--- src/hw/rtl/lfu_pkg.sv ---
// ----------------------------------------------------------------------------
// lfu_pkg
// Shared constants and command/status types for the LFU cache.
// ----------------------------------------------------------------------------
package lfu_pkg;

	localparam int unsigned CAPACITY_DEF   = 16;
	localparam int unsigned COUNT_BITS_DEF = 16;
	localparam int unsigned CFG_W          = 5;
	localparam int unsigned DATA_W         = 32;
	localparam logic [CFG_W-1:0] CFG_RESET = 5'd16;

	localparam logic ACT_GET = 1'b0;
	localparam logic ACT_PUT = 1'b1;

	typedef struct packed {
		logic load;
		logic apply;
	} lfu_cmd_t;

	typedef struct packed {
		logic is_get;
	} lfu_sts_t;

endpackage

--- src/hw/rtl/lfu_ctrl.sv ---
// ----------------------------------------------------------------------------
// lfu_ctrl
// Sequencer: take a beat, look up, apply update, present the get result.
// ----------------------------------------------------------------------------
module lfu_ctrl
	import lfu_pkg::*;
(
	input  logic     clk,
	input  logic     arst_n,
	input  logic     in_valid,
	output logic     in_stall,
	output logic     out_valid,
	input  logic     out_stall,
	input  lfu_sts_t sts,
	output lfu_cmd_t cmd
);

	typedef enum logic [1:0] {ST_IDLE, ST_LOOK, ST_OUT} state_t;

	state_t state_q;
	logic   out_valid_q;

	assign in_stall  = (state_q != ST_IDLE);
	assign out_valid = out_valid_q;
	assign cmd.load  = (state_q == ST_IDLE) && in_valid;
	assign cmd.apply = (state_q == ST_LOOK);

	always_ff @(posedge clk or negedge arst_n) begin
		if (!arst_n) begin
			state_q     <= ST_IDLE;
			out_valid_q <= 1'b0;
		end else begin
			unique case (state_q)
				ST_IDLE: begin
					if (in_valid) state_q <= ST_LOOK;
				end
				ST_LOOK: begin
					if (sts.is_get) begin
						state_q     <= ST_OUT;
						out_valid_q <= 1'b1;
					end else begin
						state_q <= ST_IDLE;
					end
				end
				ST_OUT: begin
					if (!out_stall) begin
						state_q     <= ST_IDLE;
						out_valid_q <= 1'b0;
					end
				end
				default: state_q <= ST_IDLE;
			endcase
		end
	end

endmodule

--- config.mk ---
export PLATFORM = sky130hd
export DESIGN_NAME = lfu_ctrl
export DESIGN_NICKNAME = d
export VERILOG_FILES = /design/src/hw/rtl/lfu_pkg.sv /design/src/hw/rtl/lfu_ctrl.sv
export SDC_FILE = /design/constraint.sdc
export NUM_CORES = 1
export LEC_CHECK = 0
export BUFFER_PORTS_ARGS = -buffer_cell sky130_fd_sc_hd__buf_2
export CAP_MARGIN = 20
export CORE_AREA = 2 2 39 41
export DETAILED_ROUTE_END_ITERATION = 7
export DIE_AREA = 0 0 41 43
export GPL_TIMING_DRIVEN = 0
export HOLD_SLACK_MARGIN = 0.06
export PLACE_DENSITY = 0.35
export REMOVE_ABC_BUFFERS = 1
export SETUP_SLACK_MARGIN = 0.5
export SLEW_MARGIN = 0
export SYNTH_ARGS = -nofsm -noshare
export SYNTH_HDL_FRONTEND = slang
export SYNTH_SLANG_ARGS = --single-unit
--- constraint.sdc ---
create_clock -name clk -period 1.1 [get_ports clk]
set_clock_uncertainty 0.2 [all_clocks]
set_input_delay 0.22 -clock clk [delete_from_list [all_inputs] [get_ports clk]]
set_output_delay 0.22 -clock clk [all_outputs]
set_load 0.02 [all_outputs]
==> out/qor.yml <==
outcome: "finished with violations"
violations: "hold timing, setup timing"
reg2reg_depth: 4
grt.total_usage_pct: 6.042
yosysWarnings: 0
hold_slack_ps: -420.6
gp_congestion: 0.5678
port_buffers: 8
synth_edf_count: 0
syn_area_sq_um: 137.6
vdd_ir_drop_max_mv: 0.4730
synth_top_area_share_pct: 54.55
grt_pass1_vias: 173
r2r-end: "out_valid"
p_leak_nw: 0.1354
critPathLaunchType: "register"
crit_buf_inv: 1
cts_root_buf: "clkbuf_4"
avgViaCountPerCell: 3.522
timing.final.ws_setup_ps: -385.4
cts-buffers-inserted: 3
r2r_setup_slack_ps: 60
cts_sinks: 3
cp-end-kind: "output port"
synth_cells: 16
cts-htree-levels: 1
fin_crit_ps: 1485
ys_types: 7
timing.final.crit_share_pct: 135.0
die_h_um: 43
syn_to_final_growth_pct: 100.0
path_clk_slew_ps: 40
maxCapViolCount: 0
setup_violations: 4
ys_seq_area_share_pct: 54.55
cp_slowest_cell: "dfrtp_1"
synth.largest_area_cell: "dfrtp_1"
clock_latency_ps: 230
drt_wl_total_um: 366
fin_tns_setup_ps: -1141
cp_top_family: "flip-flops"
slowest_delay_ps: 370
insertedDiodeCount: 0
start_util_pct: 9.946
gr-total-overflow: 0
ant_nets: 0
grt_max_degree: 5
max_freq_ghz: 0.6732
drv_slew: 0
critPathMaxFanout: 3
hold_path.class: "input port to async pin"
via_count: 162
worst_ep_required_time_ps: 680
reg2reg_from: "state_q[1]"
die_area_sq_um: 1763
rsz0062_at_grt: "true"
routedWlPerCell_um: 7.957
synth-async-reset-ratio_pct: 100.0
p_per_area_nw_per_um2: 1913
syn_area_per_cell_sq_um: 8.602
drc: 0
tightest_slew_ps: 135.0
grt_pass1_wl_um: 607
ys_ff_latch: 3
crit_arrival_ps: 1070
crit_type: "register to output port"
place_ws_ps: -207.6
antenna_found_initial: 0
drive_above_1_share_pct: 56.67
synth_area_leaders: "dfrtp_1 (55%), o21ai_0 (11%), nor2b_1 (9.1%)"
fp.coreArea_sq_um: 1384
yosys_most_used_dff: "dfrtp_1"
drt_first_pass_iters: 2
crit_chain: "or2_4, nor2_4, buf_6"
chipWidth_um: 41
synthTopCellsByCount: "dfrtp_1 (3), nand2_1 (3), o21ai_0 (3)"
row_count: 14
slew_headroom_pct: 90.90
io_pins: 9
hold_viol: 3
first_iter_violations: 4
cts_tree: "done"
cts_buffer_depth: 2
utilization_pct: 19.89
fin_nets: 36
-- how the worst max path moves through the flow --
stage | from | end | depth (start not counted)
6_report | state_q[0] | cmd[1] | 3
5_1_grt | state_q[0] | cmd[1] | 3
4_1_cts | state_q[0] | cmd[1] | 3
3_5_place_dp | state_q[0] | cmd[1] | 3
3_3_place_gp | state_q[0] | cmd[1] | 3
2_1_floorplan | state_q[0] | cmd[1] | 2
-- flip-flops by register name, indices dropped and copies added, names as in the netlist --
signal     count
state_q        2
out_valid      1
-- layout make-up --
class                           count  area, sq um
Sequential cell                     3        75.07
Timing Repair Buffer               10        73.82
Fill cell                         157         1109
Inverter                            2        7.507
Clock buffer                        4        26.28
Tap cell                           16        20.02
Multi-Input combinational cell     11        72.57
-- cell families (layout without fill, tap and decap cells) --
| logic type | after synthesis | in the layout | share of synthesized area [%] |
|---|---|---|---|
| AND/OR/NAND/NOR | 8 | 8 | 29.09 |
| flip-flops | 3 | 3 | 54.54 |
| AO/OA/AOI/OAI | 3 | 3 | 10.91 |
| buffers and inverters | 2 | 16 | 5.457 |
-- metrics by stage --
stage               total power [mW]  hold slack (ps)  instance area, sq um  cells
global route                  0.5656           -424.9                 275.3     46
CTS                           0.5237           -433.7                 257.7     46
finish                        0.5265           -420.6                 275.3     46
global placement              0.2689           -181.7                 197.7     40
floorplan                     0.2279           -275.6                 137.6     16
detailed placement            0.2731           -179.2                 197.7     40
-- cells in the final DEF, fill, tap and decap left out --
| cell type | Yosys | routed |
|---|---|---|
| or2_4 | 1 | 1 |
| nor2b_4 | 0 | 1 |
| inv_1 | 2 | 2 |
| nor2_4 | 0 | 1 |
| o21ai_0 | 3 | 1 |
| nor2_1 | 2 | 1 |
| buf_4 | 0 | 2 |
| buf_6 | 0 | 3 |
| nor2b_2 | 0 | 1 |
| clkbuf_1 | 0 | 1 |
| clkbuf_4 | 0 | 3 |
| dfrtp_1 | 3 | 3 |
| buf_2 | 0 | 5 |
| nand2_1 | 3 | 3 |
| o21ai_1 | 0 | 2 |
-- repair_timing --
item / 4_1_cts / 5_1_grt
resized for setup: 7 / 6
setup buffers: 2 / 0
endpoints found under the setup margin: 7 / 7
pin swaps: 0 / 1
endpoints found under the hold margin: 6 / 4
cloned: 0 / 0
-- metal layers --
metal / global-route usage, % / vias to the layer above / share of wire, %
met5: 0 / - / 0
met4: 6.000 / 0 / 1.6
met3: 6.283 / 2 / 14
met2: 7.500 / 9 / 41
met1: 4.870 / 73 / 43
li1: - / 78 / -
-- worst register-to-register path, stage by stage (launching register included) --
cell and delay [ps]:
dfrtp_1 370, buf_4 160, nor2b_4 110, o21ai_1 70, nand2_1 70
-- report_power, final --
part	switching, mW	leakage [nW]	internal [mW]
Combinational	0.0955	0.0844	0.0944
Sequential	0.0141	0.0360	0.132
Clock	0.0548	0.0150	0.136
Total	0.164	0.135	0.362
No activity file was read; power rests on OpenSTA's default activity.
